**config.mk**
```make
export PLATFORM = sky130hd
export DESIGN_NAME = disc_mean_color
export DESIGN_NICKNAME = d
export VERILOG_FILES = /design/src/design/dmc_pkg.sv /design/src/design/dmc_front.sv /design/src/design/dmc_fifo.sv /design/src/design/dmc_back.sv /design/src/design/dmc_div.sv /design/src/design/disc_mean_color.sv
export SDC_FILE = /design/constraint.sdc
export NUM_CORES = 2
export LEC_CHECK = 0
export CAP_MARGIN = 20
export CORE_ASPECT_RATIO = 1.4
export CORE_MARGIN = 2
export CORE_UTILIZATION = 59
export DETAILED_ROUTE_END_ITERATION = 12
export DONT_BUFFER_PORTS = 1
export MAX_ROUTING_LAYER = met4
export PLACE_DENSITY_LB_ADDON = 0.1
export SLEW_MARGIN = 10
export SYNTH_ARGS = -nofsm -noshare
export SYNTH_HDL_FRONTEND = slang
export SYNTH_SLANG_ARGS = --single-unit
```
**constraint.sdc**
```tcl
create_clock -name clock -period 5.4 [get_ports clock]
set_input_delay 1.08 -clock clock [delete_from_list [all_inputs] [get_ports clock]]
set_output_delay 1.08 -clock clock [all_outputs]
set_load 0.01 [all_outputs]
```
**src/design/dmc_pkg.sv**
```systemverilog
// shared types and constants for the disc mean color block
package dmc_pkg;

   localparam int COORD_BITS   = 12;
   localparam int CHANNEL_BITS = 8;
   localparam int MEAN_BITS    = 8;
   localparam int SUM_BITS     = 32;
   localparam int COUNT_BITS   = 25;
   localparam int DIST_BITS    = 2 * COORD_BITS + 1;
   localparam int RAD2_BITS    = 2 * COORD_BITS;
   localparam int CSR_IDX_BITS = 2;
   localparam int FIFO_DEPTH   = 4;
   localparam int FIFO_PTR_BITS = $clog2(FIFO_DEPTH);
   localparam int STEP_BITS    = $clog2(CHANNEL_BITS);
   localparam int LANES        = 3;

   localparam logic [CSR_IDX_BITS-1:0] CSR_CENTER_X    = 2'd0;
   localparam logic [CSR_IDX_BITS-1:0] CSR_CENTER_Y    = 2'd1;
   localparam logic [CSR_IDX_BITS-1:0] CSR_DISC_RADIUS = 2'd2;

   localparam logic [COORD_BITS-1:0] RADIUS_RESET = COORD_BITS'(1);

   typedef struct packed {
      logic [COORD_BITS-1:0]   pixel_x;
      logic [COORD_BITS-1:0]   pixel_y;
      logic [CHANNEL_BITS-1:0] red_in;
      logic [CHANNEL_BITS-1:0] green_in;
      logic [CHANNEL_BITS-1:0] blue_in;
      logic                    last_pixel;
   } dmc_req_type;

   typedef struct packed {
      logic [MEAN_BITS-1:0]  mean_red;
      logic [MEAN_BITS-1:0]  mean_green;
      logic [MEAN_BITS-1:0]  mean_blue;
      logic [COUNT_BITS-1:0] covered_total;
      logic                  empty_flag;
   } dmc_rsp_type;

   // classified pixel between front and back
   typedef struct packed {
      logic                    covered;
      logic [CHANNEL_BITS-1:0] red;
      logic [CHANNEL_BITS-1:0] green;
      logic [CHANNEL_BITS-1:0] blue;
      logic                    last;
   } dmc_item_type;

   // frame totals handed to the divider
   typedef struct packed {
      logic                  start;
      logic [SUM_BITS-1:0]   red_sum;
      logic [SUM_BITS-1:0]   green_sum;
      logic [SUM_BITS-1:0]   blue_sum;
      logic [COUNT_BITS-1:0] count;
   } dmc_job_type;

endpackage

```
**src/design/dmc_front.sv**
```systemverilog
// front pipeline: distance to the disc centre and coverage test
module dmc_front (
   input  logic                            clock,
   input  logic                            reset,
   input  logic                            req_push,
   output logic                            req_full,
   input  dmc_pkg::dmc_req_type            req_data,
   input  logic [dmc_pkg::COORD_BITS-1:0]  center_x,
   input  logic [dmc_pkg::COORD_BITS-1:0]  center_y,
   input  logic [dmc_pkg::COORD_BITS-1:0]  disc_radius,
   output logic                            item_push,
   output dmc_pkg::dmc_item_type           item_data,
   input  logic                            item_full
);

   localparam int RAD2_W = dmc_pkg::RAD2_BITS;

   logic                              advance;
   logic                              v1_ff, v1_in, v2_ff, v2_in;
   logic [dmc_pkg::COORD_BITS-1:0]    dx_ff, dx_in, dy_ff, dy_in;
   logic [dmc_pkg::RAD2_BITS-1:0]     dx2_ff, dx2_in, dy2_ff, dy2_in;
   logic [dmc_pkg::RAD2_BITS-1:0]     rad2_ff, rad2_in;
   logic [dmc_pkg::DIST_BITS-1:0]     dist2;
   dmc_pkg::dmc_req_type              p1_ff, p1_in, p2_ff, p2_in;

   // whole pipe stalls when its last stage cannot hand over
   assign advance   = !(v2_ff && item_full);
   assign req_full  = !advance;
   assign item_push = v2_ff && !item_full;

   always_comb begin
      v1_in   = v1_ff;
      v2_in   = v2_ff;
      p1_in   = p1_ff;
      p2_in   = p2_ff;
      dx_in   = dx_ff;
      dy_in   = dy_ff;
      dx2_in  = dx2_ff;
      dy2_in  = dy2_ff;
      rad2_in = RAD2_W'(disc_radius) * RAD2_W'(disc_radius);
      if (advance) begin
         v1_in  = req_push;
         p1_in  = req_data;
         dx_in  = (req_data.pixel_x >= center_x) ? req_data.pixel_x - center_x
                                                 : center_x - req_data.pixel_x;
         dy_in  = (req_data.pixel_y >= center_y) ? req_data.pixel_y - center_y
                                                 : center_y - req_data.pixel_y;
         v2_in  = v1_ff;
         p2_in  = p1_ff;
         dx2_in = RAD2_W'(dx_ff) * RAD2_W'(dx_ff);
         dy2_in = RAD2_W'(dy_ff) * RAD2_W'(dy_ff);
      end
   end

   assign dist2 = {1'b0, dx2_ff} + {1'b0, dy2_ff};

   always_comb begin
      item_data.covered = dist2 <= {1'b0, rad2_ff};
      item_data.red     = p2_ff.red_in;
      item_data.green   = p2_ff.green_in;
      item_data.blue    = p2_ff.blue_in;
      item_data.last    = p2_ff.last_pixel;
   end

   always_ff @(posedge clock) begin
      if (reset) begin
         v1_ff <= 1'b0;
         v2_ff <= 1'b0;
      end else begin
         v1_ff <= v1_in;
         v2_ff <= v2_in;
      end
      p1_ff   <= p1_in;
      p2_ff   <= p2_in;
      dx_ff   <= dx_in;
      dy_ff   <= dy_in;
      dx2_ff  <= dx2_in;
      dy2_ff  <= dy2_in;
      rad2_ff <= rad2_in;
   end

endmodule

```
**src/design/dmc_fifo.sv**
```systemverilog
// short queue of classified pixels between front and back
module dmc_fifo (
   input  logic                  clock,
   input  logic                  reset,
   input  logic                  push,
   input  dmc_pkg::dmc_item_type push_data,
   output logic                  full,
   input  logic                  pop,
   output dmc_pkg::dmc_item_type pop_data,
   output logic                  empty
);

   localparam int PTR_W = dmc_pkg::FIFO_PTR_BITS;

   dmc_pkg::dmc_item_type  mem_ff [dmc_pkg::FIFO_DEPTH];
   logic [PTR_W-1:0]       wr_ff, wr_in, rd_ff, rd_in;
   logic [PTR_W:0]         cnt_ff, cnt_in;

   assign full     = cnt_ff == (PTR_W+1)'(dmc_pkg::FIFO_DEPTH);
   assign empty    = cnt_ff == '0;
   assign pop_data = mem_ff[rd_ff];

   always_comb begin
      wr_in  = wr_ff;
      rd_in  = rd_ff;
      cnt_in = cnt_ff;
      if (push) begin
         wr_in = wr_ff + 1'b1;
      end
      if (pop) begin
         rd_in = rd_ff + 1'b1;
      end
      case ({push, pop})
         2'b10:   cnt_in = cnt_ff + 1'b1;
         2'b01:   cnt_in = cnt_ff - 1'b1;
         default: cnt_in = cnt_ff;
      endcase
   end

   always_ff @(posedge clock) begin
      if (reset) begin
         wr_ff  <= '0;
         rd_ff  <= '0;
         cnt_ff <= '0;
      end else begin
         wr_ff  <= wr_in;
         rd_ff  <= rd_in;
         cnt_ff <= cnt_in;
      end
      if (push) begin
         mem_ff[wr_ff] <= push_data;
      end
   end

endmodule

```
**src/design/dmc_back.sv**
```systemverilog
// back end: per-frame channel sums and covered count
module dmc_back (
   input  logic                  clock,
   input  logic                  reset,
   input  logic                  item_empty,
   input  dmc_pkg::dmc_item_type item_data,
   output logic                  item_pop,
   input  logic                  job_ready,
   output dmc_pkg::dmc_job_type  job
);

   localparam int SW = dmc_pkg::SUM_BITS;
   localparam int CW = dmc_pkg::COUNT_BITS;

   logic [SW-1:0] red_ff, red_in, green_ff, green_in, blue_ff, blue_in;
   logic [SW-1:0] red_add, green_add, blue_add;
   logic [CW-1:0] count_ff, count_in, count_add;

   // a last pixel waits here while the divider is still busy
   assign item_pop = !item_empty && (!item_data.last || job_ready);

   always_comb begin
      red_add   = red_ff;
      green_add = green_ff;
      blue_add  = blue_ff;
      count_add = count_ff;
      if (item_data.covered) begin
         red_add   = red_ff + SW'(item_data.red);
         green_add = green_ff + SW'(item_data.green);
         blue_add  = blue_ff + SW'(item_data.blue);
         count_add = count_ff + 1'b1;
      end
      job.start     = item_pop && item_data.last;
      job.red_sum   = red_add;
      job.green_sum = green_add;
      job.blue_sum  = blue_add;
      job.count     = count_add;
      red_in   = red_ff;
      green_in = green_ff;
      blue_in  = blue_ff;
      count_in = count_ff;
      if (item_pop) begin
         if (item_data.last) begin
            red_in   = '0;
            green_in = '0;
            blue_in  = '0;
            count_in = '0;
         end else begin
            red_in   = red_add;
            green_in = green_add;
            blue_in  = blue_add;
            count_in = count_add;
         end
      end
   end

   always_ff @(posedge clock) begin
      if (reset) begin
         red_ff   <= '0;
         green_ff <= '0;
         blue_ff  <= '0;
         count_ff <= '0;
      end else begin
         red_ff   <= red_in;
         green_ff <= green_in;
         blue_ff  <= blue_in;
         count_ff <= count_in;
      end
   end

endmodule

```
**src/design/dmc_div.sv**
```systemverilog
// three-lane restoring divider for the channel means, with result register
module dmc_div (
   input  logic                 clock,
   input  logic                 reset,
   input  dmc_pkg::dmc_job_type job,
   output logic                 job_ready,
   output logic                 rsp_empty,
   input  logic                 rsp_pop,
   output dmc_pkg::dmc_rsp_type rsp_data
);

   localparam int CH   = dmc_pkg::CHANNEL_BITS;
   localparam int CW   = dmc_pkg::COUNT_BITS;
   localparam int SW   = dmc_pkg::SUM_BITS;
   localparam int NL   = dmc_pkg::LANES;
   localparam int STW  = dmc_pkg::STEP_BITS;
   localparam int MW   = dmc_pkg::MEAN_BITS;

   typedef enum logic [1:0] {
      S_IDLE,
      S_CHECK,
      S_STEP,
      S_HOLD
   } state_type;

   state_type            state_ff;
   logic [CW-1:0]        count_ff;
   logic [CW-1:0]        rem_ff  [NL];
   logic [CH-1:0]        quo_ff  [NL];
   logic                 sat_ff  [NL];
   logic [CW-1:0]        rem_in  [NL];
   logic [CH-1:0]        quo_in  [NL];
   logic                 sat_in  [NL];
   logic [SW-1:0]        sums    [NL];
   logic [MW-1:0]        mean    [NL];
   logic [CW:0]          trial   [NL];
   logic                 fits    [NL];
   logic [STW-1:0]       step_ff;
   logic                 out_valid_ff;
   dmc_pkg::dmc_rsp_type out_ff;
   logic                 can_load;

   assign job_ready = state_ff == S_IDLE;
   assign rsp_empty = !out_valid_ff;
   assign rsp_data  = out_ff;
   assign can_load  = !out_valid_ff || rsp_pop;

   assign sums[0] = job.red_sum;
   assign sums[1] = job.green_sum;
   assign sums[2] = job.blue_sum;

   always_comb begin
      for (int l = 0; l < NL; l++) begin
         rem_in[l] = rem_ff[l];
         quo_in[l] = quo_ff[l];
         sat_in[l] = sat_ff[l];
         trial[l]  = {rem_ff[l], quo_ff[l][CH-1]};
         fits[l]   = trial[l] >= {1'b0, count_ff};
         unique case (state_ff)
            S_IDLE: begin
               // high part starts the remainder, low bits come down one a step
               rem_in[l] = CW'(sums[l][SW-1:CH]);
               quo_in[l] = sums[l][CH-1:0];
            end
            S_CHECK: begin
               sat_in[l] = rem_ff[l] >= count_ff;
            end
            S_STEP: begin
               rem_in[l] = fits[l] ? CW'(trial[l] - {1'b0, count_ff}) : CW'(trial[l]);
               quo_in[l] = {quo_ff[l][CH-2:0], fits[l]};
            end
            S_HOLD: begin
               rem_in[l] = rem_ff[l];
            end
            default: begin
               rem_in[l] = rem_ff[l];
            end
         endcase
         if (count_ff == '0) begin
            mean[l] = '0;
         end else if (sat_ff[l]) begin
            mean[l] = MW'({CH{1'b1}});
         end else begin
            mean[l] = MW'(quo_ff[l]);
         end
      end
   end

   always_ff @(posedge clock) begin
      if (reset) begin
         state_ff     <= S_IDLE;
         out_valid_ff <= 1'b0;
         step_ff      <= '0;
      end else begin
         if (rsp_pop && !(state_ff == S_HOLD && can_load)) begin
            out_valid_ff <= 1'b0;
         end
         unique case (state_ff)
            S_IDLE: begin
               if (job.start) begin
                  count_ff <= job.count;
                  state_ff <= S_CHECK;
               end
            end
            S_CHECK: begin
               step_ff  <= '0;
               state_ff <= S_STEP;
            end
            S_STEP: begin
               step_ff <= step_ff + 1'b1;
               if (step_ff == STW'(CH - 1)) begin
                  state_ff <= S_HOLD;
               end
            end
            S_HOLD: begin
               if (can_load) begin
                  out_valid_ff         <= 1'b1;
                  out_ff.mean_red      <= mean[0];
                  out_ff.mean_green    <= mean[1];
                  out_ff.mean_blue     <= mean[2];
                  out_ff.covered_total <= count_ff;
                  out_ff.empty_flag    <= count_ff == '0;
                  state_ff             <= S_IDLE;
               end
            end
            default: begin
               state_ff <= S_IDLE;
            end
         endcase
      end
      for (int l = 0; l < NL; l++) begin
         rem_ff[l] <= rem_in[l];
         quo_ff[l] <= quo_in[l];
         sat_ff[l] <= sat_in[l];
      end
   end

endmodule

```
**src/design/disc_mean_color.sv**
```systemverilog
// top level: configuration registers and the front, queue, back and divider
// Pixels are taken one per cycle while req_full is low and are classified by a
// two-stage front pipeline (absolute offsets, then squares against the squared
// radius) before a four-beat queue feeds the accumulators, which also take one
// pixel per cycle while the queue is not empty. The beat marked last_pixel closes
// the frame: its totals go to a three-lane restoring divider, whose means are
// loaded into the result register once the previous result has been popped.
// A following last pixel waits in the queue while the divider is busy;
// back-pressure then reaches req_full. Centre writes take effect for pixels
// pushed on any later cycle; a radius write also reaches pixels already in the
// front pipeline. Configuration writes are meant for when no pixel is in flight.
module disc_mean_color (
   input  logic                                clock,
   input  logic                                reset,
   input  logic                                req_push,
   output logic                                req_full,
   input  dmc_pkg::dmc_req_type                req_data,
   output logic                                rsp_empty,
   input  logic                                rsp_pop,
   output dmc_pkg::dmc_rsp_type                rsp_data,
   input  logic                                csr_we,
   input  logic [dmc_pkg::CSR_IDX_BITS-1:0]    csr_index,
   input  logic [dmc_pkg::COORD_BITS-1:0]      csr_wdata
);

   logic [dmc_pkg::COORD_BITS-1:0] center_x_ff, center_y_ff, radius_ff;
   logic                           item_push, item_full, item_pop, item_empty;
   logic                           job_ready;
   dmc_pkg::dmc_item_type          item_in, item_out;
   dmc_pkg::dmc_job_type           job;

   always_ff @(posedge clock) begin
      if (reset) begin
         center_x_ff <= '0;
         center_y_ff <= '0;
         radius_ff   <= dmc_pkg::RADIUS_RESET;
      end else if (csr_we) begin
         unique case (csr_index)
            dmc_pkg::CSR_CENTER_X:    center_x_ff <= csr_wdata;
            dmc_pkg::CSR_CENTER_Y:    center_y_ff <= csr_wdata;
            dmc_pkg::CSR_DISC_RADIUS: radius_ff   <= csr_wdata;
            default: begin
               radius_ff <= radius_ff;
            end
         endcase
      end
   end

   dmc_front u_front (
      .clock       (clock),
      .reset       (reset),
      .req_push    (req_push),
      .req_full    (req_full),
      .req_data    (req_data),
      .center_x    (center_x_ff),
      .center_y    (center_y_ff),
      .disc_radius (radius_ff),
      .item_push   (item_push),
      .item_data   (item_in),
      .item_full   (item_full)
   );

   dmc_fifo u_fifo (
      .clock     (clock),
      .reset     (reset),
      .push      (item_push),
      .push_data (item_in),
      .full      (item_full),
      .pop       (item_pop),
      .pop_data  (item_out),
      .empty     (item_empty)
   );

   dmc_back u_back (
      .clock      (clock),
      .reset      (reset),
      .item_empty (item_empty),
      .item_data  (item_out),
      .item_pop   (item_pop),
      .job_ready  (job_ready),
      .job        (job)
   );

   dmc_div u_div (
      .clock     (clock),
      .reset     (reset),
      .job       (job),
      .job_ready (job_ready),
      .rsp_empty (rsp_empty),
      .rsp_pop   (rsp_pop),
      .rsp_data  (rsp_data)
   );

endmodule
```
After elaboration in Yosys (flattened, before gate mapping)
Memory sizes are Yosys's and may differ from the RTL's. A register that Yosys moved wholly into a read port is not among the register bits.
Index checks and enable logic that the tools add are counted.
Cells by class
  $add $sub $neg: 17
  multipliers: 3
  divide/modulo/power cells: 0
  $lt $le $gt $ge: 9
  eq/ne operators: 12
  shifts and indexed selects: 0
  muxes and demuxes: 38
  bitwise operators: 1
  reductions and logical operators: 25
Operator list (number)
  2-to-1 mux 32 bit: 6
  one-hot mux 25 bit (2 select lines): 3
  2-to-1 mux 25 bit: 5
  adder 32 x 8 -> 32 bit: 3
  >= comparator 26 x 25 -> 1 bit: 3
  >= comparator 25 bit: 3
  subtractor 25 bit: 3
  multiplier 12 x 12 -> 24 bit: 3
  one-hot mux 8 bit (2 select lines): 3
  subtractor 12 bit: 4
  adder 24 x 24 -> 25 bit: 1
  adder 25 x 1 -> 25 bit (second input constant): 1
  <= comparator 25 x 24 -> 1 bit: 1
  zero test 25 bit: 1
  >= comparator 12 bit: 2
  2-to-1 mux 12 bit: 2
  2-to-1 mux 8 bit: 3
  one-hot mux 3 bit (2 select lines): 2
  2-to-1 mux 2 bit: 5
  AND reduction 3 bit: 3
  equality test 2 bit (second input constant): 4
  2-to-1 mux 1 bit: 8
  one-hot mux 2 bit (4 select lines): 1
  adder 3 x 1 -> 3 bit (second input constant): 2
  14 further kinds: 33
Storage, ports and cells
  register bits after elaboration: 393
  bits in latches: 0
  RAM bits: 206
  ROM bits: 0
  input port bits: 68
  word-level logic and storage cells: 143
  memories: 4
Memory list
  u_fifo.mem_ff: depth 4, bits a word 26, read ports 1, clocked after Yosys merged registers in 1, wr ports 1, RTL line dmc_fifo.sv:15  | dmc_pkg::dmc_item_type mem_ff [dmc_pkg::FIFO_DEPTH];
  u_div.rem_ff: depth 3, bits a word 25, read ports 3, clocked after Yosys merged registers in 0, wr ports 3, RTL line dmc_div.sv:28  | logic [CW-1:0] rem_ff [NL];
  u_div.quo_ff: depth 3, bits a word 8, read ports 3, clocked after Yosys merged registers in 0, wr ports 3, RTL line dmc_div.sv:29  | logic [CH-1:0] quo_ff [NL];
  u_div.sat_ff: depth 3, bits a word 1, read ports 3, clocked after Yosys merged registers in 0, wr ports 3, RTL line dmc_div.sv:30  | logic sat_ff [NL];

Logic depth before layout (Yosys ltp)
  depth in word-level cells: 8
  mapped depth: 23
  gate-level depth less buffers: 22

Hierarchy
Synthesis repeated with hierarchy kept, for this count alone.
Second synthesis, totals
  cell total of the unflattened synthesis: 4727
  area, all modules: 47081.4 um2
Modules (own cells, without submodules)
  dmc_front: times used 1, cells each 2051, area each 19776.5 um2, sequential area each 4103.9 um2
  dmc_div: times used 1, cells each 1335, area each 13294.0 um2, sequential area each 5435.2 um2
  dmc_back: times used 1, cells each 1024, area each 8303.0 um2, sequential area each 2422.3 um2
  dmc_fifo: times used 1, cells each 183, area each 4231.6 um2, sequential area each 3303.2 um2
  disc_mean_color: times used 1, cells each 134, area each 1476.4 um2, sequential area each 720.7 um2

Worst setup path after synthesis
No wires, ideal clock.
  path type: input-to-reg
  start point: input reset
  end point: register u_div.out_ff, in the netlist u_div.rsp_data[0], enable pin
  library setup time: 0.530 ns
  arrival: 5.176 ns
  setup slack: -0.305 ns
  cell stages on the path: 3
  cells stage by stage: clkbuf_1 > clkbuf_1 > nor3b_1
Between the ends
  word-level cells in the longest chain between the ends: 2
Ends and longest elaborated chain
  from (decl): RTL line disc_mean_color.sv:14  | input logic reset,
  inverter 1 bit (no line)
  AND reduction 3 bit (no line)
  to (decl): RTL line dmc_div.sv:40  | dmc_pkg::dmc_rsp_type out_ff;
No other way between the ends.
A chain may end at the register's enable or synchronous reset.

Worst setup path in the final report
  start point: register u_front.dx_ff[3] (netlist bit)
  end point: register u_front.dx2_ff[18] (netlist bit) (data pin)
Between the ends
  word-level cells in the longest chain between the ends: 1
Ends and longest elaborated chain
  from (decl): RTL line dmc_front.sv:20  | logic [dmc_pkg::COORD_BITS-1:0] dx_ff, dx_in, dy_ff, dy_in;
  from (signal assigned): RTL line dmc_front.sv:75  | dx_ff <= dx_in;
  multiplier 12 x 12 -> 24 bit: RTL line dmc_front.sv:50  | dx2_in = RAD2_W'(dx_ff) * RAD2_W'(dx_ff);
  to (signal assigned): RTL line dmc_front.sv:77  | dx2_ff <= dx2_in;
  to (decl): RTL line dmc_front.sv:21  | logic [dmc_pkg::RAD2_BITS-1:0] dx2_ff, dx2_in, dy2_ff, dy2_in;
No other way between the ends.

==> impl_metrics.toml <==
[route]
postRouteAntennaNets = 0
drtIter0Drc = 1688
post_drt_wl_per_cell_um = 19.4
route.detailed.drc = 0
vias = 33200
via_per_inst = 5.71
drt_wl_total_mm = 113
drt_first_pass_iters = 5

[cts]
numCtsBuffers = 59
cts_hold_buf = 0
cts.sinks = 598
clk_pin_slew_ns = 0.07
htree_levels = 2
clock-root-buffer = "clkbuf_16"
clockBufferDepth = 3
worstSkewPairLatency_ns = 0.68
cts_tree = "yes"

[synthesis]
avgSynthCellArea_um2 = 9.83
synth_area_leader_cell = "edfxtp_1"
async_flop_share_pct = 0
yosysSeqAreaShare_pct = 34.8
synth_top_area_share_pct = 26.2
ys_ff_latch = 598
synth_nets = 5439
yosys_warnings = 0
synth_ff_type = "edfxtp_1"
synth_edf_count = 401
synth_common_cells = "inv_1 (583), ha_1 (448), edfxtp_1 (401), nor2_1 (336), nand2_1 (333)"
synthTopCellsByArea = "edfxtp_1 (26%), ha_1 (12%), fa_1 (11%)"
synth_most_common_cell = "inv_1"
syn_inst = 4670
syn_area_um2 = 45900
synth_cell_types = 104

[layout]
fillers = 6371
post-route-util_pct = 64.9
nNetsFinal = 5471
finalNonFillerCells = 5809
multi_input_area_um2 = 27500
regArea_um2 = 16000
drive_gt1_share_pct = 9.57
area_growth_pct = 9.39

[critical_path]
r2r_slack_ns = 0.02
cp_cell_sequence = "buf_6 -> buf_12 -> and2_1 -> fa_2 -> ha_1 -> fa_1 -> ha_1 -> inv_1 -> fa_1 -> inv_1 -> ha_1 -> nor2b_1 -> o31a_1 -> o21ai_2 -> a2111oi_4 -> o31a_1 -> o311a_1 -> or3_1 -> and2_4"
crit_fanout = 6
slowest_delay_ns = 0.56
r2r-start = "u_front.dx_ff[3]"
critPathKind = "reg -> reg"
path_common_cell = "ha_1"
cp_data_arrival_time_ns = 5.82
start_kind = "flip-flop"
cp.required_ns = 5.84
reg2regPathDepth = 19
timing.rr.end = "u_front.dx2_ff[18]"
cp_slowest_cell = "fa_2"
end_kind = "flip-flop"

[timing]
clock_skew_ns = 0.0456
relSlewSlack_pct = 31.8
fmax_ghz = 0.186
holdWs_ns = 0.412
setup_viol = 0
worst_pin_slew_ns = 1.01
finalHoldViolCount = 0
final_max_slew_viol_count = 0
min_period_ns = 5.38
setup_slack_ns = 0.0201
period_share_pct = 99.6
rsz0062_at_grt = "yes"

[die]
start_util_pct = 59.3
die_x_um = 240
ios = 120
rows = 121
die_area_um2 = 80100
core_um2 = 77400
die_y_um = 334

[placed_design]
placedCellCount = 5660
gp_congestion = 0.981
io_buffers = 0
dpl.hpwl_mm = 87.3
pre_cts_slack_ns = -0.162

[worst_hold_path]
hold_depth = 0
hold_path_class = "reg -> reg"
holdPathEnd = "u_front.item_data[23]"
min_from = "u_front.p1_ff[23]"

[global_routing]
grt_util_all_layers_pct = 29.2
grt_first_pass_wirelength_mm = 177
top_usage_layer = "met2"
grt_pass1_vias = 33200
gr-usage-met1_pct = 31.2
grt_util_met3_pct = 3.13
gr-total-overflow = 0
antenna_found_initial = 8
grt_max_degree = 155
use_met2_pct = 53.2

[run]
cap_violations = 0

[outcome]
outcome = "finished clean"
## per-layer routing
layer,share of wire (%),vias up
li1,-,16200
met1,38,16100
met2,53,570
met3,3.1,241
met4,5.7,0
met5,0,-
## placed cells by master (no fill, tap or decap), types with 44 or more instances in the layout
master     netlist  layout
a21o_1          93      93
a21oi_1        288     281
a31oi_1         45      44
and2_1         141     133
and3_1          47      47
buf_4           10     138
clkbuf_16        0      59
dfxtp_1        197     190
edfxtp_1       401     401
fa_1           253     244
ha_1           448     427
inv_1          583     572
mux2i_1         85      85
nand2_1        333     324
nand3_1        114     109
nand4_1         44      44
nor2_1         336     327
nor2b_1         55      55
nor3_1          73      71
o21a_1          44      44
o21ai_0        188     179
xnor2_1        195     195
xor2_1          82      81
## final cells by class
type | instances | area share (%)
Multi-Input combinational cell | 3306 | 54.9
Sequential cell | 598 | 31.9
Inverter | 585 | 4.37
Clock buffer | 75 | 3.26
Tap cell | 1045 | 2.60
Timing Repair Buffer | 152 | 2.39
Clock inverter | 37 | 0.581
Antenna cell | 11 | 0.0548
## registers in the layout (all words and copies together) (netlist names), 23 cells and up, named ones only
register and cells:
u_back.red_ff 32, u_front.item_data 25, u_div.quo_ff 24, u_front.rad2_ff 23, u_back.count_ff 25, u_div.rem_ff 75, u_div.rsp_data 50, u_front.dx2_ff 23
u_front.dy2_ff 23, u_back.blue_ff 32, u_front.p1_ff 25, u_div.count_ff 25, u_back.green_ff 32, u_fifo.mem_ff 104
## per-stage QoR
step | TNS (ns) | cell area, um^2
floorplan | 0 | 45900
global placement | -0.153 | 47500
detailed placement | -0.595 | 47500
CTS | 0 | 49500
global route | -0.456 | 50200
finish | 0 | 50200
## critical path: cells and delay by family, from the launching register on
kind / cells / cell delay (ns)
AO/OA/AOI/OAI: 5 / 1.20
adder cells (fa/ha/maj): 6 / 2.18
buffers and inverters: 4 / 0.38
flip-flops: 1 / 0.50
AND/OR/NAND/NOR: 4 / 0.87
## worst max-delay path by stage
stage	cells after the start	slack, ns	start	end
2_1_floorplan	21	0.002	u_front.dx_ff[3]	u_front.dx2_ff[23]
3_3_place_gp	19	-0.05	u_front.dx_ff[2]	u_front.dx2_ff[23]
3_5_place_dp	20	-0.16	u_front.dx_ff[3]	u_front.dx2_ff[23]
4_1_cts	19	0.002	u_front.dx_ff[3]	u_front.dx2_ff[18]
5_1_grt	19	-0.14	u_front.dx_ff[3]	u_front.dx2_ff[18]
6_report	19	0.02	u_front.dx_ff[3]	u_front.dx2_ff[18]
## repair_timing
action	CTS	global route
setup buffers	4	22
endpoints found under the setup margin	6	17
pin swaps	13	79
resized for setup	18	117
## cell families after synthesis
| family | synth area share (%) |
|---|---|
| flip-flops | 34.8 |
| adder cells (fa/ha/maj) | 23.2 |
| AO/OA/AOI/OAI | 12.6 |
| AND/OR/NAND/NOR | 13.9 |
| XOR/XNOR | 5.29 |
| multiplexers | 3.60 |
| buffers and inverters | 6.49 |
Power is left out: the tool's default activity adds up to more than one toggle a clock period on the data nets, which glitch-free logic cannot reach.
